===== src/jbx_pkg.sv =====
// Shared constants, types and helpers for the bytecode executor.
`timescale 1ns / 1ps

package jbx_pkg;

  localparam int STACK_DEPTH = 16;
  localparam int LOCAL_COUNT = 256;

  localparam int CNT_W = $clog2(STACK_DEPTH + 1);
  localparam int SA_W  = $clog2(STACK_DEPTH);
  localparam int LA_W  = $clog2(LOCAL_COUNT);

  typedef logic [CNT_W-1:0] cnt_t;
  typedef logic [SA_W-1:0]  saddr_t;
  typedef logic [LA_W-1:0]  laddr_t;
  typedef logic [31:0]      word_t;

  // Opcodes, standard numbering
  localparam logic [7:0] OP_ICONST_0     = 8'h03;
  localparam logic [7:0] OP_ICONST_1     = 8'h04;
  localparam logic [7:0] OP_ICONST_2     = 8'h05;
  localparam logic [7:0] OP_ICONST_3     = 8'h06;
  localparam logic [7:0] OP_ICONST_4     = 8'h07;
  localparam logic [7:0] OP_ICONST_5     = 8'h08;
  localparam logic [7:0] OP_BIPUSH       = 8'h10;
  localparam logic [7:0] OP_SIPUSH       = 8'h11;
  localparam logic [7:0] OP_ILOAD_0      = 8'h1A;
  localparam logic [7:0] OP_ILOAD_1      = 8'h1B;
  localparam logic [7:0] OP_ILOAD_2      = 8'h1C;
  localparam logic [7:0] OP_ISTORE_0     = 8'h3B;
  localparam logic [7:0] OP_ISTORE_1     = 8'h3C;
  localparam logic [7:0] OP_ISTORE_2     = 8'h3D;
  localparam logic [7:0] OP_IADD         = 8'h60;
  localparam logic [7:0] OP_IINC         = 8'h84;
  localparam logic [7:0] OP_IF_ICMPGT    = 8'hA3;
  localparam logic [7:0] OP_GOTO         = 8'hA7;
  localparam logic [7:0] OP_IRETURN      = 8'hAC;
  localparam logic [7:0] OP_RETURN       = 8'hB1;
  localparam logic [7:0] OP_GETSTATIC    = 8'hB2;
  localparam logic [7:0] OP_INVOKEVIRT   = 8'hB6;
  localparam logic [7:0] OP_LAST_NAMED   = 8'hCA;
  localparam logic [7:0] OP_FIRST_HIGH   = 8'hFE;

  typedef enum logic [2:0] {
    ST_OK          = 3'd0,
    ST_UNSUPPORTED = 3'd1,
    ST_UNDERFLOW   = 3'd2,
    ST_OVERFLOW    = 3'd3,
    ST_BAD_LOCAL   = 3'd4
  } status_t;

  // What the execute stage does with the item
  typedef enum logic [3:0] {
    K_NONE,
    K_PUSH_IMM,
    K_PUSH_LOCAL,
    K_STORE,
    K_ADD,
    K_INC,
    K_CMPGT,
    K_PRINT
  } kind_t;

  typedef struct packed {
    kind_t       kind;
    status_t     status;
    logic [15:0] pc_delta;
    logic [15:0] br_off;
    word_t       imm;
    logic        frame_end;
    saddr_t      stk_waddr;
    laddr_t      loc_addr;
  } issue_t;

  function automatic word_t sext8(input logic [7:0] b);
    sext8 = {{24{b[7]}}, b};
  endfunction

  function automatic word_t sext16(input logic [7:0] hi, input logic [7:0] lo);
    sext16 = {{16{hi[7]}}, hi, lo};
  endfunction

endpackage


===== src/jbx_stack_ram.sv =====
// Operand stack memory: two registered reads, one write, with write forwarding.
`timescale 1ns / 1ps

module jbx_stack_ram
  import jbx_pkg::*;
(
  input  logic   clk,
  input  logic   rst_n,
  input  logic   rd_en,
  input  saddr_t rd_addr_a,
  input  saddr_t rd_addr_b,
  input  logic   wr_en,
  input  saddr_t wr_addr,
  input  word_t  wr_data,
  output word_t  rd_data_a,
  output word_t  rd_data_b
);

  word_t  mem [STACK_DEPTH];
  word_t  q_a_r;
  word_t  q_b_r;
  saddr_t raddr_a_r;
  saddr_t raddr_b_r;
  logic   fwd_en_r;
  saddr_t fwd_addr_r;
  word_t  fwd_data_r;

  // Read old data on a same-edge write; the forward register covers it
  always_ff @(posedge clk) begin
    if (rd_en) begin
      q_a_r     <= mem[rd_addr_a];
      q_b_r     <= mem[rd_addr_b];
      raddr_a_r <= rd_addr_a;
      raddr_b_r <= rd_addr_b;
    end
    if (wr_en) begin
      mem[wr_addr] <= wr_data;
      fwd_addr_r   <= wr_addr;
      fwd_data_r   <= wr_data;
    end
  end

  // Remember that a write has happened
  always_ff @(posedge clk) begin
    if (!rst_n) begin
      fwd_en_r <= 1'b0;
    end else if (wr_en) begin
      fwd_en_r <= 1'b1;
    end
  end

  // Bypass the latest write
  assign rd_data_a = (fwd_en_r && fwd_addr_r == raddr_a_r) ? fwd_data_r : q_a_r;
  assign rd_data_b = (fwd_en_r && fwd_addr_r == raddr_b_r) ? fwd_data_r : q_b_r;

endmodule


===== config.mk =====
export PLATFORM = sky130hd
export DESIGN_NAME = jbx_stack_ram
export DESIGN_NICKNAME = d
export VERILOG_FILES = /design/src/jbx_pkg.sv /design/src/jbx_stack_ram.sv
export SDC_FILE = /design/constraint.sdc
export NUM_CORES = 1
export LEC_CHECK = 0
export BUFFER_PORTS_ARGS = -buffer_cell sky130_fd_sc_hd__buf_4
export CORE_UTILIZATION = 45
export CTS_CLUSTER_DIAMETER = 40
export DETAILED_ROUTE_END_ITERATION = 10
export GPL_TIMING_DRIVEN = 1
export PLACE_DENSITY = 0.59
export SKIP_CTS_REPAIR_TIMING = 1
export SYNTH_ARGS = -nofsm -noshare
export SYNTH_HDL_FRONTEND = slang
export SYNTH_SLANG_ARGS = --single-unit

===== constraint.sdc =====
create_clock -name clk -period 14.4 [get_ports clk]
set_input_delay 2.88 -clock clk [delete_from_list [all_inputs] [get_ports clk]]
set_output_delay 2.88 -clock clk [all_outputs]
set_load 0.05 [all_outputs]

* Word-level counts from Yosys, hierarchy flattened *
Memories as Yosys holds them, arrays and structs flattened. A register that Yosys moved wholly into a read port is not among the register bits.
Cells that the tools add are included.

storage, ports and cells
  word-level logic and storage cells = 14
  memories = 1
  bits in registers = 45
  input port bits = 48
  output and inout port bits = 64
  RAM bits = 512

operators by class
  eq/ne operators = 2
  mux-type cells = 4
  reductions and logical operators = 2

memory list
  memory  words  width  rd ports  clocked after Yosys merged registers in  wr ports  RTL line             text
  mem     16     32     2         2                                        1         jbx_stack_ram.sv:19  word_t mem [STACK_DEPTH];

operators by type and width
  cell                 number
  $mux W32             2
  $eq A4 B4 Y1         2
  $logic_and A1 B1 Y1  2
  $mux W1              2

* Logic depth before layout (Yosys ltp) *
Gate-level depths: netlist of run 1.

  depth in word-level cells = 3
  gate-level depth with buffers = 5
  gate-level depth less buffers = 4

* Worst setup path after synthesis of run 1 *
OpenSTA, ideal clock, no wires.

  path kind = input -> register
  start = input port wr_addr[2]
  end = memory mem[0][0] (netlist bit), enable pin
  stages = 2
  data arrival time = 6.245 ns
  path buffers = 1
  data required time = 13.898 ns
  setup slack = 7.653 ns
  path through = clkbuf_1 nor4_1

RTL lines
  element      RTL line             text
  from (decl)  jbx_stack_ram.sv:13  input saddr_t wr_addr,
  to (decl)    jbx_stack_ram.sv:19

Straight into the memory's write port.

* Worst setup path after layout of run 1 *
  start = register fwd_addr_r[1]
  end = output port rd_data_a[18]

on the way
  longest elaborated chain between the ends = 3

ends and longest elaborated chain
  element                 RTL line             text
  from (decl)             jbx_stack_ram.sv:25  saddr_t fwd_addr_r;
  from (signal assigned)  jbx_stack_ram.sv:38  fwd_addr_r <= wr_addr;
  $eq A4 B4 Y1            jbx_stack_ram.sv:53  assign rd_data_a = (fwd_en_r && fwd_addr_r == raddr_a_r) ? fwd_data_r : q_a_r;
  $logic_and A1 B1 Y1     jbx_stack_ram.sv:53
  $mux W32                jbx_stack_ram.sv:53
  to (decl)               jbx_stack_ram.sv:15  output word_t rd_data_a,

No other way between the ends.

==> results of run 1 <==
## kinds of logic after synthesis
group	count (synthesis)	synth area share (%)
mux	320	23.9
simple gates	100	1.69
xor+xnor	8	0.259
buf+inv	95	1.78
flops	621	68.8
compound gates	129	3.57
## synthesized netlist by cell type, types with 3 or more instances
cell        n
edfxtp_1  620
mux4_2    256
a22oi_1   128
nand2_1    68
mux2_2     60
clkbuf_1   36
buf_4      21
buf_1      19
buf_2      14
nor3_1     10
nor2_1      6
xor2_1      6
buf_6       4
mux2_1      4
nor2b_1     4
nand2b_1    3
## cells in the final DEF, fill, tap and decap left out, drive strengths merged, types with 6 or more instances in the layout
cell,instances
edfxtp,620
nor3,10
buf,152
a22oi,128
nand2,68
clkbuf,103
clkinv,28
nor2,6
inv,17
mux4,256
clkinvlp,11
bufinv,13
mux2,64
xor2,6
## metrics by stage
step | instance area (µm²) | power, mW | utilization, % | hold WS, ns | worst slack, ns
CTS | 32100 | 4.79 | 54.2 | 0.532 | 8.80
detailed placement | 28900 | 2.50 | 48.8 | 0.518 | 8.78
global placement | 28900 | 2.49 | 48.8 | 0.522 | 8.75
finish | 32100 | 4.76 | 54.2 | 0.518 | 8.84
floorplan | 27100 | 2.36 | - | 0.462 | 7.65
global route | 32100 | 4.89 | 54.2 | 0.582 | 8.75
## worst paths after layout
check                     startpoint                    end  cells after the start
max reg2reg     mem[11][0]$_DFFE_PP_     q_a_r[0]$_DFFE_PP_                      3
max          fwd_addr_r[1]$_DFFE_PP_          rd_data_a[18]                      5
min reg2reg    fwd_en_r$_SDFFE_PN0P_  fwd_en_r$_SDFFE_PN0P_                      1
min            fwd_en_r$_SDFFE_PN0P_  fwd_en_r$_SDFFE_PN0P_                      1
## layer usage
metal	GRT usage, %	routed length [µm]	share of wire, %	vias up
met1	32.6	28600	40	7636
met4	8.07	1620	2.3	2
met5	0	9	0.013	-
met3	4.44	5140	7.3	113
li1	-	-	-	5879
met2	38.9	35400	50	571
## sequential cells by signal (all words and copies together) (netlist names)
name and count:
fwd_en_r 1, q_a_r 32, q_b_r 32, fwd_addr_r 4
raddr_a_r 4, mem 512, raddr_b_r 4, fwd_data_r 32
## power groups by stage
stage / Clock (mW) / Sequential, mW / Combinational, mW
after floorplan: 0 / 2.11 / 0.254
after global placement: 0 / 2.11 / 0.384
after detailed placement: 0 / 2.11 / 0.387
after CTS: 2.33 / 2.08 / 0.388
after global routing: 2.41 / 2.08 / 0.406
final: 2.30 / 2.08 / 0.384
## worst max-delay path, cell delays in order (launching register included)
cell and delay [ns]:
edfxtp_1 0.42, xor2_1 0.21, nor4_4 0.32, buf_4 0.43, mux2_2 0.46, buf_4 0.21
## area by class of cell
cell class / instances / area [µm²]
Timing Repair Buffer: 154 / 1170
Sequential cell: 621 / 18600
Fill cell: 4542 / 27100
Clock buffer: 101 / 2340
Tap cell: 773 / 967
Inverter: 1 / 3.75
Multi-Input combinational cell: 557 / 8120
Clock inverter: 68 / 880
==> metrics.md, run 1 <==
| Metric | Value |
|---|---|
| Die X | `247 µm` |
| P_sw | `1.12 mW` |
| Inserted Clock Buffers | `91` |
| Synth area leader | `edfxtp_1` |
| Number of diodes | `0` |
| RD Place Congestion | `0.736` |
| Post-route insts no fill | `around 2,300` |
| CP Launch Type | `register` |
| Synth warn | `0` |
| Final setup fails | `0` |
| Global route total overflow | `0` |
| Post-synthesis register bit count | `621` |
| Core area | `59,200 µm²` |
| Worst Tran Pin Value | `1.14 ns` |
| Slew Limit Fails | `0` |
| Buffers added on ports | `111` |
| Fin crit share | `just under 40%` |
| DP Cell Count | `2,106` |
| Crit-path max FO | `19` |
| Layout area overhead | `18.5%` |
| Root Buffer | `clkbuf_16` |
| Largest cells by area after synthesis | `edfxtp_1 (69%), mux4_2 (21%), a22oi_1 (3.5%), mux2_2 (2.5%), nand2_1 (0.94%)` |
| EDFF count, synth | `620` |
| Largest net degree at the start of global routing | `68` |
| Clock Power Share | `48.3%` |
| I/O pins | `about 110` |
| CTS tree | `built` |
| Share of the synthesized area in the top cell type | `68.7%` |
| Crit end category | `primary output` |
| Clock buffer depth | `3` |
| H-tree depth | `3` |
| Max VDD drop | `0.0000962 V` |
| Ys async rst share | `0%` |
| Syn Inst Count | `1,273` |
| CP required | `11.52 ns` |
| Initial DRC count | `1,521` |
| Synth Area per Inst | `between 20 and 25 µm²` |
| GR Util All Layers | `23.9%` |
| FP Rows | `89` |
| Max_cap viols | `0` |
| Routed Antenna Nets | `0` |
| Fin crit period | `5.56 ns` |
| Drt via density | `between 6 and 7` |
| Max Clk Rate | `180 MHz` |
| Sequential fraction of the synthesis area | `68.8%` |
| Post-route DRC | `12` |
| Gate power share | `8.1%` |
| Crit path DAT | `2.68 ns` |
| Sink Count | `621` |
| Number of global-route vias before repair | `15,000` |
| Setup_tns | `0 ns` |
| Internal reg-to-reg setup slack | `12.88 ns` |
| Internal | `3.64 mW` |
| Post-synthesis instance area | `~27,000 µm²` |
| Lkg Pwr | `10.5 nW` |
| Die extent in y | `approximately 250 µm` |
| Vias | `14,200` |
| Final hold vios | `0` |
| P per Cell Area | `approximately 150 nW/µm²` |
| Die Area | `61,200 µm²` |
| Skew final | `around 0.018 ns` |
| Status | `complete, but fails checks` |
| Detailed Routing Iterations Pass 1 | `10` |
| Clock transition at path regs | `about 0.050 ns` |
| Dpl hpwl | `35,600 µm` |
| Hold Path Class | `register to register` |
| First-pass GRT wire length | `just over 100,000 µm` |
| Initial antenna violation count | `1` |
| DRT Wirelength | `~71,000 µm` |
| Share of cells above drive strength 1 | `43.4%` |
| Failing checks | `design-rule violations` |
| Crit Path Class | `register to primary output` |
| Switch share | `23.6%` |
| Wire per inst | `31.1 µm` |
| Sequential group share of total power | `43.6%` |
| Top_reg_cell synth | `edfxtp_1` |
| Net count after synthesis | `around 1,300` |
| Clock Latency Late Sink | `0.64 ns` |
| Starting density of the core | `between 40% and 50%` |
| Headroom to the max-slew limit | `23.9%` |
| RSZ-0062 raised after global routing | `false` |
| Unique cell type count in the Yosys netlist | `25` |
| Nets | `1,474` |
No activity file was read; power rests on OpenSTA's default activity.
==> run 2: changes to the inputs <==
clock period = 5.8 ns   (was 14.4 ns; I/O delays follow)
==> metrics.md, run 2 (synthesis gave the netlist of run 1 again) <==
| Metric | Value |
|---|---|
| Dpl hpwl | `35,600 µm (-0.22%)` |
| Reg2Reg Depth | `3 (unchanged)` |
| Final setup fails | `0 (unchanged)` |
| Starting density of the core | `45.7% (unchanged)` |
| Lkg Pwr | `10.6 nW (+0.92%)` |
| Reg-to-Reg Start | `mem[3][4]$_DFFE_PP_` |
| Crit-path max FO | `15 (-4)` |
| Global route total overflow | `0 (unchanged)` |
| CTS tree | `built` |
| Crit Path Class | `register to primary output` |
| Nets | `1,483 (+0.61%)` |
| Initial DRC count | `1,565 (+2.9%)` |
| Number of global-route vias before repair | `15,200 (+0.83%)` |
| Skew final | `0.0159 ns (-0.00251 ns)` |
| Root Buffer | `clkbuf_16` |
| First-pass GRT wire length | `103,000 µm (+0.67%)` |
| GRT busiest layer | `met2` |
| FP Rows | `89 (unchanged)` |
| Initial antenna violation count | `0 (-1)` |
| Fin crit share | `64.8%` |
| M3 GR Usage | `4.12% (-0.32 points)` |
| Post-route insts no fill | `2,293 (+0.79%)` |
| Detailed Routing Iterations Pass 1 | `10 (unchanged)` |
| H-tree depth | `3 (unchanged)` |
| Max stage delay on crit path | `0.43 ns (-0.03 ns)` |
| P_sw | `2.84 mW (+150%)` |
| Clock buffer depth | `3 (unchanged)` |
| Met1 Use GR | `32.9% (+0.38 points)` |
| Wire per inst | `30.6 µm (-1.6%)` |
| GR Util All Layers | `23.7% (-0.16 points)` |
| Hold-critical path depth | `1 (unchanged)` |
| GR Layer Usage met2 | `38.7% (-0.23 points)` |
| Switch share | `23.6% (about the same)` |
| Pre-CTS setup slack | `2.12 ns (-6.66 ns)` |
| Commonest non-fill, non-tap cell in the layout | `edfxtp_1` |
| Die extent in y | `247 µm (unchanged)` |
| Failing checks | `design-rule violations` |
| P per Cell Area | `372 nW/µm² (+150%)` |
| Inserted Clock Buffers | `101 (+11%)` |
| Sequential group share of total power | `42.8% (-0.8 points)` |
| Power Total | `12.0 mW (+150%)` |
| Drt via density | `6.24 (about the same)` |
| Post-route DRC | `11 (-1)` |
| Status | `complete, but fails checks` |
| Filler cells | `4,548 (+0.13%)` |
| Final setup margin | `2.04 ns (-6.80 ns)` |
| Clock Latency Late Sink | `0.62 ns (-0.02 ns)` |
| CP max-delay cell | `mux2_2` |
| Worst Tran Pin Value | `1.19 ns (+0.0469 ns)` |
| Worst Hold Launch | `fwd_en_r$_SDFFE_PN0P_` |
| Crit path DAT | `2.60 ns (-0.08 ns)` |
| Max Clk Rate | `266 MHz` |
| Worst hold endpoint | `fwd_en_r$_SDFFE_PN0P_` |
| RSZ-0062 raised after global routing | `false` |
| Max_cap viols | `0 (unchanged)` |
| Clock Power Share | `49.2% (+0.9 points)` |
| Largest register FFs | `512 (unchanged)` |
| Routed Antenna Nets | `0 (unchanged)` |
| Buffers added on ports | `111 (unchanged)` |
| Hold Path Class | `register to register` |
| DRT Wirelength | `70,200 µm (-0.87%)` |
| Gate power share | `7.9% (-0.2 points)` |
| Largest net degree at the start of global routing | `73 (+7.4%)` |
| CP Launch Type | `register` |
| Die X | `247 µm (unchanged)` |
| Die Area | `61,200 µm² (unchanged)` |
| Post-placement cell area | `28,900 µm² (about the same)` |
| Final hold vios | `0 (unchanged)` |
| DP Cell Count | `2,105 (-0.047%)` |
| Crit path from | `fwd_addr_r[1]$_DFFE_PP_` |
| Internal reg-to-reg setup slack | `4.27 ns (-8.61 ns)` |
| Design area | `32,300 µm² (+0.70%)` |
| Sink Count | `621 (unchanged)` |
| Vias | `14,300 (+0.82%)` |
| Reg-to-reg endpoint | `q_a_r[4]$_DFFE_PP_` |
| RD Place Congestion | `0.740 (+0.49%)` |
| Share of cells above drive strength 1 | `43.8% (+0.34 points)` |
| Biggest register | `mem` |
| Crit-path cells | `xor2_1 -> nor4_4 -> buf_4 -> mux2_2 -> buf_4` |
| Most frequent cells in the layout | `edfxtp_1 (620), mux4_2 (256), buf_4 (149)` |
| Internal | `9.20 mW (+150%)` |
| Crit end category | `primary output` |
| Clock transition at path regs | `0.05 ns (about the same)` |
| Fin crit period | `about 3.8 ns` |
| CP required | `4.64 ns (-6.88 ns)` |
| I/O pins | `112 (unchanged)` |
| Layout area overhead | `19.3%` |
| Number of diodes | `0 (unchanged)` |
| Headroom to the max-slew limit | `20.8% (-3.1 points)` |
| Slew Limit Fails | `0 (unchanged)` |
| Max VDD drop | `0.000217 V (+130%)` |
| Setup_tns | `0 ns (unchanged)` |
| Cell mode on critical path | `buf_4` |
| Core area | `59,200 µm² (unchanged)` |
run 2: cell types whose count changed in the layout (fill, tap and decap cells not counted), sizes merged:
| cell | change |
|---|---|
| clkinvlp | +4 |
| clkbuf | +16 |
| buf | -1 |
| bufinv | -5 |
| clkinv | +3 |
| inv | +1 |
run 2: layout make-up:
class                      instances  area, µm²  area share, %
clock buffer                     117       2670           8.26
clock inverter                    71        752           2.33
inverter                           1       3.75         0.0116
multi-input combinational        557       8120           25.1
sequential                       621      18600           57.6
tap                              773        967           2.99
timing repair buffer             153       1190           3.67
run 2: stage by stage:
stage	utilization (%)	hold WS, ns
4_1_cts	54.6	0.528
3_3_place_gp	48.8	0.512
6_report	54.6	0.512
3_5_place_dp	48.8	0.516
2_1_floorplan	-	0.462
5_1_grt	54.6	0.538
run 2: how the worst max path moves through the flow:
stage / to / slack (ns) / depth (start not counted)
3_3_place_gp: q_a_r[18]$_DFFE_PP_ / 2.14 / 5
3_5_place_dp: q_a_r[18]$_DFFE_PP_ / 2.12 / 5
4_1_cts: rd_data_a[20] / 1.99 / 5
2_1_floorplan: mem[0][0]$_DFFE_PP_ / 0.77 / 2
5_1_grt: rd_data_a[20] / 1.96 / 6
6_report: rd_data_a[20] / 2.04 / 5
run 2: worst max-delay path: cells and delay by family (launching register included):
| family | cells | cell delay, ns |
|---|---|---|
| XOR/XNOR | 1 | 0.21 |
| buffers and inverters | 2 | 0.56 |
| flip-flops | 1 | 0.42 |
| multiplexers | 1 | 0.43 |
| AND/OR/NAND/NOR | 1 | 0.32 |
run 2: power by group through the flow:
stage,sequential (mW),combinational (mW),clock (mW)
after floorplan,5.23,0.630,0
after global placement,5.24,0.958,0
after detailed placement,5.25,0.963,0
after CTS,5.16,0.965,6.02
after global routing,5.17,1.01,6.21
final,5.16,0.953,5.93
run 2: metal layers:
layer	part of all wire [%]	up-vias	wire length, µm
li1	-	5913	-
met1	41	7705	28700
met2	50	598	34900
met3	7.3	101	5160
met4	2.1	0	1480
met5	0	-	0
