===== config.mk =====
export PLATFORM = sky130hd
export DESIGN_NAME = jbx_issue
export DESIGN_NICKNAME = d
export VERILOG_FILES = /design/src/jbx_pkg.sv /design/src/jbx_issue.sv
export SDC_FILE = /design/constraint.sdc
export NUM_CORES = 1
export LEC_CHECK = 0
export BUFFER_PORTS_ARGS = -buffer_cell sky130_fd_sc_hd__buf_2
export CAP_MARGIN = 0
export CORE_ASPECT_RATIO = 1.2
export CORE_MARGIN = 10
export CORE_UTILIZATION = 46
export CTS_BUF_LIST = sky130_fd_sc_hd__clkbuf_8
export CTS_CLUSTER_SIZE = 30
export DETAILED_ROUTE_END_ITERATION = 12
export PLACE_DENSITY = 0.84
export SYNTH_ARGS = -nofsm -noshare
export SYNTH_HDL_FRONTEND = slang
export SYNTH_SLANG_ARGS = --single-unit

===== constraint.sdc =====
create_clock -name clk -period 3.2 [get_ports clk]
set_clock_uncertainty 0.15 [all_clocks]
set_input_delay 0.16 -clock clk [delete_from_list [all_inputs] [get_ports clk]]
set_output_delay 0.16 -clock clk [all_outputs]
set_load 0.05 [all_outputs]

===== src/jbx_pkg.sv =====
// Shared constants, types and helpers for the bytecode executor.
`timescale 1ns / 1ps

package jbx_pkg;

  localparam int STACK_DEPTH = 16;
  localparam int LOCAL_COUNT = 256;

  localparam int CNT_W = $clog2(STACK_DEPTH + 1);
  localparam int SA_W  = $clog2(STACK_DEPTH);
  localparam int LA_W  = $clog2(LOCAL_COUNT);

  typedef logic [CNT_W-1:0] cnt_t;
  typedef logic [SA_W-1:0]  saddr_t;
  typedef logic [LA_W-1:0]  laddr_t;
  typedef logic [31:0]      word_t;

  // Opcodes, standard numbering
  localparam logic [7:0] OP_ICONST_0     = 8'h03;
  localparam logic [7:0] OP_ICONST_1     = 8'h04;
  localparam logic [7:0] OP_ICONST_2     = 8'h05;
  localparam logic [7:0] OP_ICONST_3     = 8'h06;
  localparam logic [7:0] OP_ICONST_4     = 8'h07;
  localparam logic [7:0] OP_ICONST_5     = 8'h08;
  localparam logic [7:0] OP_BIPUSH       = 8'h10;
  localparam logic [7:0] OP_SIPUSH       = 8'h11;
  localparam logic [7:0] OP_ILOAD_0      = 8'h1A;
  localparam logic [7:0] OP_ILOAD_1      = 8'h1B;
  localparam logic [7:0] OP_ILOAD_2      = 8'h1C;
  localparam logic [7:0] OP_ISTORE_0     = 8'h3B;
  localparam logic [7:0] OP_ISTORE_1     = 8'h3C;
  localparam logic [7:0] OP_ISTORE_2     = 8'h3D;
  localparam logic [7:0] OP_IADD         = 8'h60;
  localparam logic [7:0] OP_IINC         = 8'h84;
  localparam logic [7:0] OP_IF_ICMPGT    = 8'hA3;
  localparam logic [7:0] OP_GOTO         = 8'hA7;
  localparam logic [7:0] OP_IRETURN      = 8'hAC;
  localparam logic [7:0] OP_RETURN       = 8'hB1;
  localparam logic [7:0] OP_GETSTATIC    = 8'hB2;
  localparam logic [7:0] OP_INVOKEVIRT   = 8'hB6;
  localparam logic [7:0] OP_LAST_NAMED   = 8'hCA;
  localparam logic [7:0] OP_FIRST_HIGH   = 8'hFE;

  typedef enum logic [2:0] {
    ST_OK          = 3'd0,
    ST_UNSUPPORTED = 3'd1,
    ST_UNDERFLOW   = 3'd2,
    ST_OVERFLOW    = 3'd3,
    ST_BAD_LOCAL   = 3'd4
  } status_t;

  // What the execute stage does with the item
  typedef enum logic [3:0] {
    K_NONE,
    K_PUSH_IMM,
    K_PUSH_LOCAL,
    K_STORE,
    K_ADD,
    K_INC,
    K_CMPGT,
    K_PRINT
  } kind_t;

  typedef struct packed {
    kind_t       kind;
    status_t     status;
    logic [15:0] pc_delta;
    logic [15:0] br_off;
    word_t       imm;
    logic        frame_end;
    saddr_t      stk_waddr;
    laddr_t      loc_addr;
  } issue_t;

  function automatic word_t sext8(input logic [7:0] b);
    sext8 = {{24{b[7]}}, b};
  endfunction

  function automatic word_t sext16(input logic [7:0] hi, input logic [7:0] lo);
    sext16 = {{16{hi[7]}}, hi, lo};
  endfunction

endpackage


===== src/jbx_issue.sv =====
// Decode stage: stack count bookkeeping, error checks and memory read addresses.
`timescale 1ns / 1ps

module jbx_issue
  import jbx_pkg::*;
(
  input  logic       clk,
  input  logic       rst_n,
  input  logic       accept,
  input  logic [7:0] command,
  input  logic [7:0] operand_hi,
  input  logic [7:0] operand_lo,
  output issue_t     iss,
  output saddr_t     stk_raddr_top,
  output saddr_t     stk_raddr_nxt,
  output laddr_t     loc_raddr
);

  cnt_t count_r;
  cnt_t count_nxt;
  cnt_t cnt_m1;
  cnt_t cnt_m2;
  logic have1;
  logic have2;
  logic full;
  logic push;
  logic bad_local;

  assign cnt_m1    = count_r - cnt_t'(1);
  assign cnt_m2    = count_r - cnt_t'(2);
  assign have1     = (count_r != '0);
  assign have2     = (count_r >= cnt_t'(2));
  assign full      = (count_r >= cnt_t'(STACK_DEPTH));
  assign bad_local = ({1'b0, operand_hi} >= 9'(LOCAL_COUNT));

  assign stk_raddr_top = cnt_m1[SA_W-1:0];
  assign stk_raddr_nxt = cnt_m2[SA_W-1:0];

  // Pick the locals address: implicit index for iload, operand byte otherwise
  always_comb begin
    if (command == OP_ILOAD_0 || command == OP_ILOAD_1 || command == OP_ILOAD_2) begin
      loc_raddr = laddr_t'(command - OP_ILOAD_0);
    end else begin
      loc_raddr = operand_hi[LA_W-1:0];
    end
  end

  // Decode the item against the current stack count
  always_comb begin
    iss           = '0;
    iss.kind      = K_NONE;
    iss.status    = ST_OK;
    iss.br_off    = {operand_hi, operand_lo};
    iss.loc_addr  = loc_raddr;
    iss.stk_waddr = count_r[SA_W-1:0];
    count_nxt     = count_r;
    push          = 1'b0;
    unique case (command)
      OP_ICONST_0, OP_ICONST_1, OP_ICONST_2, OP_ICONST_3, OP_ICONST_4,
      OP_ICONST_5: begin
        push         = 1'b1;
        iss.kind     = K_PUSH_IMM;
        iss.imm      = word_t'(command - OP_ICONST_0);
        iss.pc_delta = 16'd1;
      end
      OP_BIPUSH: begin
        push         = 1'b1;
        iss.kind     = K_PUSH_IMM;
        iss.imm      = sext8(operand_hi);
        iss.pc_delta = 16'd2;
      end
      OP_SIPUSH: begin
        push         = 1'b1;
        iss.kind     = K_PUSH_IMM;
        iss.imm      = sext16(operand_hi, operand_lo);
        iss.pc_delta = 16'd3;
      end
      OP_GETSTATIC: begin
        push         = 1'b1;
        iss.kind     = K_PUSH_IMM;
        iss.pc_delta = 16'd3;
      end
      OP_ILOAD_0, OP_ILOAD_1, OP_ILOAD_2: begin
        push         = 1'b1;
        iss.kind     = K_PUSH_LOCAL;
        iss.pc_delta = 16'd1;
      end
      OP_ISTORE_0, OP_ISTORE_1, OP_ISTORE_2: begin
        if (!have1) begin
          iss.status = ST_UNDERFLOW;
        end else begin
          iss.kind     = K_STORE;
          iss.loc_addr = laddr_t'(command - OP_ISTORE_0);
          iss.pc_delta = 16'd1;
          count_nxt    = cnt_m1;
        end
      end
      OP_IADD: begin
        if (!have2) begin
          iss.status = ST_UNDERFLOW;
        end else begin
          iss.kind      = K_ADD;
          iss.stk_waddr = cnt_m2[SA_W-1:0];
          iss.pc_delta  = 16'd1;
          count_nxt     = cnt_m1;
        end
      end
      OP_IINC: begin
        if (bad_local) begin
          iss.status = ST_BAD_LOCAL;
        end else begin
          iss.kind     = K_INC;
          iss.imm      = sext8(operand_lo);
          iss.pc_delta = 16'd3;
        end
      end
      OP_IF_ICMPGT: begin
        if (!have2) begin
          iss.status = ST_UNDERFLOW;
        end else begin
          iss.kind  = K_CMPGT;
          count_nxt = cnt_m2;
        end
      end
      OP_GOTO: begin
        iss.pc_delta = {operand_hi, operand_lo};
      end
      OP_IRETURN: begin
        if (!have1) begin
          iss.status = ST_UNDERFLOW;
        end else begin
          iss.kind     = K_PRINT;
          iss.pc_delta = 16'd1;
          count_nxt    = cnt_m1;
        end
      end
      OP_RETURN: begin
        iss.frame_end = 1'b1;
        iss.pc_delta  = 16'd1;
      end
      OP_INVOKEVIRT: begin
        if (!have2) begin
          iss.status = ST_UNDERFLOW;
        end else begin
          iss.kind     = K_PRINT;
          iss.pc_delta = 16'd3;
          count_nxt    = cnt_m2;
        end
      end
      default: begin
        // undefined opcodes hold the pointer, named stubs step past
        iss.status   = ST_UNSUPPORTED;
        iss.pc_delta = (command <= OP_LAST_NAMED || command >= OP_FIRST_HIGH) ? 16'd1 : 16'd0;
      end
    endcase
    // Pushes need a free slot
    if (push) begin
      if (full) begin
        iss.status   = ST_OVERFLOW;
        iss.kind     = K_NONE;
        iss.pc_delta = 16'd0;
      end else begin
        count_nxt = count_r + cnt_t'(1);
      end
    end
  end

  // Advance the stack count on each accepted item
  always_ff @(posedge clk) begin
    if (!rst_n) begin
      count_r <= '0;
    end else if (accept) begin
      count_r <= count_nxt;
    end
  end

endmodule


Yosys cells after proc, flatten, opt, wreduce, memory -nomap -nowiden
Index checks and enable logic that the tools add are counted.
{"block": "totals", "regBits": 5, "output_inout_bits": 100}
{"block": "classes", "addsub": 6, "magnitude_cmp": 4, "n_eq_ne": 22, "mux": 30, "n_reduce_logical": 15}
{"op": "$pmux W16 S8", "n": 1}
{"op": "$pmux W32 S4", "n": 1}
{"op": "$eq A8 B8 Y1 const B", "n": 7}
{"op": "$mux W23", "n": 2}
{"op": "$eq A8 B5 Y1 const B", "n": 5}
{"op": "$eq A8 B3 Y1 const B", "n": 4}
{"op": "$pmux W4 S8", "n": 1}
{"op": "$mux W5", "n": 5}
{"op": "$eq A8 B6 Y1 const B", "n": 3}
{"op": "$mux W8", "n": 3}
{"op": "$pmux W5 S3", "n": 1}
{"op": "$reduce_or A15 Y1", "n": 1}
{"op": "$mux W3", "n": 4}
{"op": "$reduce_or A12 Y1", "n": 1}
{"op": "$reduce_or A3 Y1", "n": 4}
{"op": "$reduce_or A10 Y1", "n": 1}
{"op": "$pmux W3 S3", "n": 1}
{"op": "$reduce_or A9 Y1", "n": 1}
{"op": "$sub A8 B2 Y9 const B", "n": 1}
{"op": "$eq A8 B2 Y1 const B", "n": 1}
{"op": "$eq A8 B4 Y1 const B", "n": 1}
{"op": "$eq A8 B7 Y1 const B", "n": 1}
{"op": "$ge A8 B8 Y1 const B", "n": 1}
{"op": "$le A8 B8 Y1 const B", "n": 1}
{"op": "other kinds (15)", "n": 25}

Logic depth before layout (Yosys ltp)
Gate-level depths: netlist of run 1.
{"block": "logic_depth", "depth_word": 6, "ltp_mapped": 10, "depth_no_buf": 8}

Least setup slack after synthesis of run 1
OpenSTA, ideal clock, no wires.
{"block": "synth_path", "path_type": "input -> output", "from": "in command[2]", "to": "out iss[1] in the netlist's numbering", "arrival_time_ns": 2.887, "setup_slack_ns": 0.003, "path_stages": 9, "path_cell_list": "buf_4 -> inv_1 -> ha_1 -> nor2b_1 -> o311ai_1 -> clkbuf_1 -> o21ai_0 -> nand2_1 -> o21ai_0"}
{"item": "from (decl)", "line_no": "jbx_issue.sv:10", "source": "input logic [7:0] command,"}
{"item": "to (decl)", "line_no": "jbx_issue.sv:13", "source": "output issue_t iss,"}

==> impl_metrics.tcl, run 1 <==
set metrics [dict create \
    fin_crit_ps 2850 \
    largest_register_ffs 5 \
    multi_input_area_mm2 0.00163 \
    worstSetupPathType "flop to output port" \
    syn-cell-area_mm2 0.00211 \
    root_buffer "clkbuf_8" \
    dr.pass1.iters 4 \
    hold_depth 3 \
    clock_latency_ps 220 \
    final_cell_area_mm2 0.00255 \
    critPathTopFamily "compound AO/OA/AOI/OAI gates" \
    cts_tree "yes" \
    end_kind "output port" \
    fin_crit_sh_pct 89.2 \
    grt_pass1_vias 2333 \
    grt_remaining_overflow 0 \
    status "complete, no violations" \
    slew_headroom_pct 59.8 \
    htree_num_levels 1 \
    ys_seq_area_share_pct 4.74 \
    layout.nets 432 \
    vias_per_cell 5.70 \
    crit_path_cell_trace "inv_1 -> ha_1 -> nand2b_1 -> nor3_2 -> o221ai_2 -> a2111oi_2 -> nand2_1 -> o21a_1 -> buf_2" \
    syn_to_final_growth_pct 20.6 \
    io_buffers 124 \
    fin_util_pct 58.4 \
    path_buf_inv 2 \
    drive_gt1_share_pct 38.4 \
    dp_slack_ps 370 \
    grt_pass1_wl_mm 11.6 \
    max_freq_mhz 350 \
    synth_edf_count 0 \
    yosys-top-cells-count "buf_4, nand2_1, nor2_1" \
    dp.cells 440 \
    rsz0062_at_grt "no" \
    clk_path_buf_depth 2 \
    drv_slew 0 \
    setup_slack_ps 346 \
    path_depth 9 \
    place.gp.congestion 1.00 \
    slowest_stage "dfxtp_1" \
    fin_tns_setup_ps 0 \
    grt_max_degree 21 \
    synth_cells 305 \
    critPathArrivalTime_ps 2540 \
    core_area_mm2 0.00436 \
    grt_antenna_before_repair 2 \
    worst_pin_slew_ps 593 \
    hold_end "count_r[3]" \
    crit_path_max_incr_delay_ps 380 \
    hold_viol 0 \
    required_ps 2890 \
    die_w_um 81.9 \
    maxCapViolations 0 \
    hold_start "rst_n" \
    setup_viol 0 \
    p_leak_uw 0.00144 \
    antenna_left 0 \
    top_register "count_r" \
    ys_ff_latch 5 \
    hold_class "primary input to flop" \
    reg2reg_depth 8 \
    die_y_um 94.2 \
    async_flop_share_pct 0 \
    drtIter0Drc 140 \
    reg2reg_setup_slack_ps 780 \
    path_max_fanout 7 \
    syn_avg_cell_area_um2 6.92 \
    cts.sinks 5 \
    synth_cell_types 64 \
    synthTopCellsByArea "buf_4, ha_1, nand2_1, and2_1, dfxtp_1" \
    placed_area_mm2 0.00249 \
    dr_total_vias 2538 \
    numCtsBuffers 3 \
    power_density_mw_per_mm2 205 \
    grtUsageTotal_pct 18.3 \
    hpwl_mm 6.55 \
    largestRegisters "count_r (5)" \
    start_util_pct 48.5 \
    io_pins 127 \
    startpoint "count_r[1]" \
    vdd_drop_max_uv 143 \
    clk_pin_slew_worst_paths_ps 40 \
    cts_setup_buffers 0 \
    synth_top_area_share_pct 13.9 \
    startpoint_type "flop" \
    drcViolationCount 0 \
    dieArea_mm2 0.00771 \
    fillCellCount 384 \
    post_drt_wl_per_cell_um 17.7 \
    synth_area_leader_cell "buf_4" \
    yosysMostFrequentCell "buf_4" \
    rows 26 \
    synthFlopType "dfxtp_1" \
    r2r-start "count_r[1]" \
    timing.rr.end "count_r[1]" \
    totalWireLength_mm 7.90 \
    ys_warn_count 0 \
    final_cells 445 \
    regArea_um2 100 \
]
-- logic make-up (layout without fill, tap and decap cells) --
logic type	count (synthesis)	after routing	share of synthesized area, %
and+or+nand+nor	122	122	32.1
AOI/OAI and AO/OA	86	86	29.3
buffers and inverters	63	145	19.0
adders and majority gates	16	16	9.48
xor gates and xnor gates	8	8	3.32
DFF	5	5	4.74
muxes	4	4	2.01
other	1	3	0.178
-- worst min-delay path, stage by stage --
cell	delay, ps
buf_2	150
o21ai_0	80
a211oi_1	40
-- per-stage QoR --
stage / hold slack (ps) / total power, uW
floorplan: 154 / 335
global placement: 340 / 401
detailed placement: 349 / 403
CTS: 114 / 521
global route: 131 / 549
finish: 112 / 522
-- per-layer routing --
layer / share of wire (%) / wire [um] / track usage (%)
met5: 0.14 / 11 / 0
met4: 1.4 / 107 / 4.55
met3: 14 / 1080 / 5.36
met2: 46 / 3660 / 32.0
met1: 38 / 3040 / 20.8
-- cells in the final DEF (no fill, tap or decap), types with 2 or more instances in the layout --
| cell | Yosys | final |
|---|---|---|
| nand4_1 | 5 | 5 |
| a21o_1 | 11 | 11 |
| inv_1 | 12 | 13 |
| nor4b_4 | 2 | 2 |
| nor3_1 | 5 | 4 |
| a32o_1 | 2 | 2 |
| o22ai_1 | 3 | 3 |
| xor2_1 | 3 | 3 |
| mux2i_1 | 2 | 2 |
| buf_4 | 39 | 5 |
| nor3b_1 | 2 | 2 |
| mux2_2 | 2 | 2 |
| o21ai_0 | 16 | 16 |
| buf_2 | 2 | 124 |
| nand3_1 | 5 | 5 |
| o21a_1 | 4 | 4 |
| o21ai_1 | 3 | 3 |
| nor2b_1 | 6 | 6 |
| a211oi_1 | 4 | 4 |
| nor2_1 | 22 | 22 |
| clkbuf_8 | 0 | 3 |
| o211ai_1 | 3 | 3 |
| a21oi_1 | 11 | 11 |
| nand2_1 | 34 | 34 |
| a221o_1 | 7 | 7 |
| conb_1 | 1 | 2 |
| a22o_1 | 3 | 3 |
| xnor2_1 | 5 | 5 |
| nor4b_1 | 2 | 2 |
| a31oi_1 | 5 | 5 |
| dfxtp_1 | 5 | 5 |
| and3_2 | 3 | 3 |
| and2_1 | 18 | 18 |
| ha_1 | 16 | 16 |
| or3_1 | 3 | 3 |
| nand2b_1 | 4 | 4 |
-- cell type report --
type	instances	share of cell area, %
inverter	12	1.77
multi-input combinational	238	63.9
sequential	5	3.93
clock inverter	1	0.147
timing repair buffer	129	25.8
antenna	1	0.0982
clock buffer	3	1.62
tap	56	2.75
-- repair_timing --
action                                  CTS  global route
hold buffers                              0             0
endpoints found under the setup margin    0             1
endpoints found under the hold margin     0             0
gates resized for setup                   0             3
-- power by group --
group          total (uW)  leakage (uW)  internal, uW  switching [uW]
Sequential           75.1     0.0000408          65.7            9.38
Combinational         331       0.00137          86.1             245
Clock                 115     0.0000269          82.4            32.9
Total                 522       0.00144           234             287
-- worst max path at each step --
stage,end
final,iss[61]
after CTS,iss[61]
after global routing,iss[61]
after floorplan,iss[1]
after detailed placement,iss[61]
after global placement,iss[61]
Power figures use the tool's default switching activity.
==> inputs of run 2 (changes only) <==
==> config.mk (replaced) <==
export PLATFORM = sky130hd
export DESIGN_NAME = jbx_issue
export DESIGN_NICKNAME = d
export VERILOG_FILES = /design/src/jbx_pkg.sv /design/src/jbx_issue.sv
export SDC_FILE = /design/constraint.sdc
export NUM_CORES = 1
export LEC_CHECK = 0
export BUFFER_PORTS_ARGS = -buffer_cell sky130_fd_sc_hd__buf_4
export CAP_MARGIN = 0
export CORE_ASPECT_RATIO = 1.2
export CORE_MARGIN = 10
export CORE_UTILIZATION = 49
export CTS_BUF_LIST = sky130_fd_sc_hd__clkbuf_8
export CTS_CLUSTER_SIZE = 30
export DETAILED_ROUTE_END_ITERATION = 12
export PLACE_DENSITY = 0.89
export SYNTH_ARGS = -nofsm -noshare
export SYNTH_HDL_FRONTEND = slang
export SYNTH_SLANG_ARGS = --single-unit
==> constraint.sdc (replaced) <==
create_clock -name clk -period 3.61 [get_ports clk]
set_clock_uncertainty 0.15 [all_clocks]
set_input_delay 0.1805 -clock clk [delete_from_list [all_inputs] [get_ports clk]]
set_output_delay 0.1805 -clock clk [all_outputs]
set_load 0.05 [all_outputs]
==> run 2 against run 1 <==
Non-clock buffer count fell by 2. Critical path type unchanged. Worst hold slack improved by 8.8 ps. Core utilization grew 8.5 points. Worst setup slack improved by 72 ps.
==> impl_metrics.tcl, run 2 (synthesized netlist as in run 1, its figures left out) <==
set metrics [dict create \
    top_register "count_r" \
    largestRegisters "count_r (5)" \
    worstSetupPathType "flop to output port" \
    vdd_drop_max_uv 210 \
    start_util_pct 49.9 \
    numCtsBuffers 3 \
    met1_length_mm 3.37 \
    rows 26 \
    cts.sinks 5 \
    core_area_mm2 0.00423 \
    startpoint_type "flop" \
    grt_max_degree 22 \
    antenna_left 0 \
    rsz0062_at_grt "no" \
    maxCapViolations 0 \
    hold_class "primary input to flop" \
    power_frac_clock_pct 20.4 \
    fin_crit_ps 3190 \
    grt_pass1_vias 2421 \
    clk_pin_slew_worst_paths_ps 30 \
    swShare_pct 52.0 \
    status "complete, no violations" \
    die_y_um 91.9 \
    path_max_fanout 12 \
    syn_to_final_growth_pct 33.9 \
    io_pins 127 \
    multi_input_area_mm2 0.00162 \
    fillCellCount 390 \
    totalWireLength_mm 8.20 \
    hpwl_mm 6.79 \
    grt_pass1_wl_mm 12.8 \
    drcViolationCount 0 \
    largest_register_ffs 5 \
    setup_viol 0 \
    io_buffers 124 \
    drive_gt1_share_pct 37.6 \
    mostFrequentLayoutCells "buf_4, nand2_1, nor2_1, and2_1" \
    dr_total_vias 2523 \
    seqPwrFrac_pct 13.8 \
    critPathArrivalTime_ps 2860 \
    regArea_um2 100 \
    root_buffer "clkbuf_8" \
    grtUsageTotal_pct 20.6 \
    die_w_um 79.9 \
    comb_power_share_pct 65.9 \
    power_density_mw_per_mm2 173 \
    cts_resized 0 \
    dieArea_mm2 0.00735 \
    diodes 0 \
    vias_per_cell 5.71 \
    post_drt_wl_per_cell_um 18.5 \
    routed.top_layer "met4" \
    required_ps 3280 \
    layout.nets 430 \
    dr.pass1.iters 4 \
    clock_latency_ps 220 \
    cts_setup_buffers 0 \
    cts_tree "yes" \
    p_leak_uw 0.00149 \
    wl_met3_um 984 \
    end_kind "output port" \
    wl_met2_mm 3.81 \
    place.gp.congestion 0.909 \
    drv_slew 0 \
    fin_tns_setup_ps 0 \
    grt_remaining_overflow 0 \
    finalPower_uw 488 \
    final_common_cell "buf_4" \
    cts_hold_buf 0 \
    max_freq_mhz 313 \
    htree_num_levels 1 \
    p_int_uw 234 \
    hold_viol 0 \
    grt_antenna_before_repair 0 \
    clk_path_buf_depth 2 \
    drtIter0Drc 185 \
    fin_crit_sh_pct 88.4 \
    switchingPower_uw 254 \
]
run 2: cell count changes in the layout (fill, tap and decap cells not counted):
cell	previous run	this run
buf_2	124	0
buf_4	5	127
a2111oi_0	0	1
a2111oi_2	1	0
diode_2	1	0
nor3_1	4	5
nor3_2	1	0
run 2: power by group through the flow:
stage          Combinational (uW)  Clock, uW  Sequential (uW)
2_1_floorplan                 236          0             60.9
3_5_place_dp                  320          0             67.8
4_1_cts                       322        101             67.0
5_1_grt                       343        105             68.0
3_3_place_gp                  320          0             67.7
6_report                      322       99.5             67.2
run 2: metal layers:
metal,vias to the layer above,global-route usage [%]
li1,1223,-
met2,162,34.7
met4,0,2.35
met1,1134,25.3
met5,-,0
met3,4,6.93
run 2: path summary, 6_finish.rpt:
kind,slack (ps),to,start,cells past startpoint
max reg2reg,940,count_r[3],count_r[1],8
max,420,iss[61],count_r[1],9
min,120,count_r[3],rst_n,3
min reg2reg,440,count_r[0],count_r[0],2
run 2: final cells by class:
class                      count  share of cell area, %
multi-input combinational    238                   57.1
inverter                      12                   1.59
clock inverter                 1                  0.133
clock buffer                   3                   1.46
timing repair buffer         127                   33.7
tap                           56                   2.48
sequential                     5                   3.54
run 2: worst max-delay path: stages, from the launching register on:
cell and delay (ps):
dfxtp_1 370, inv_1 210, ha_1 190, nor4b_4 330, a2111o_1 400, o221ai_2 260
a2111oi_0 430, nand2_1 90, o21a_1 170, buf_4 180
run 2: through the flow:
| step | cells | instance area [um2] | util, % | setup WS (ps) | hold slack, ps |
|---|---|---|---|---|---|
| floorplan | 306 | 2120 | - | 372 | 174 |
| global placement | 438 | 2780 | 65.8 | 746 | 343 |
| detailed placement | 438 | 2780 | 65.8 | 706 | 346 |
| CTS | 442 | 2830 | 66.9 | 448 | 124 |
| global route | 442 | 2830 | 66.9 | 180 | 131 |
| finish | 442 | 2830 | 66.9 | 418 | 121 |
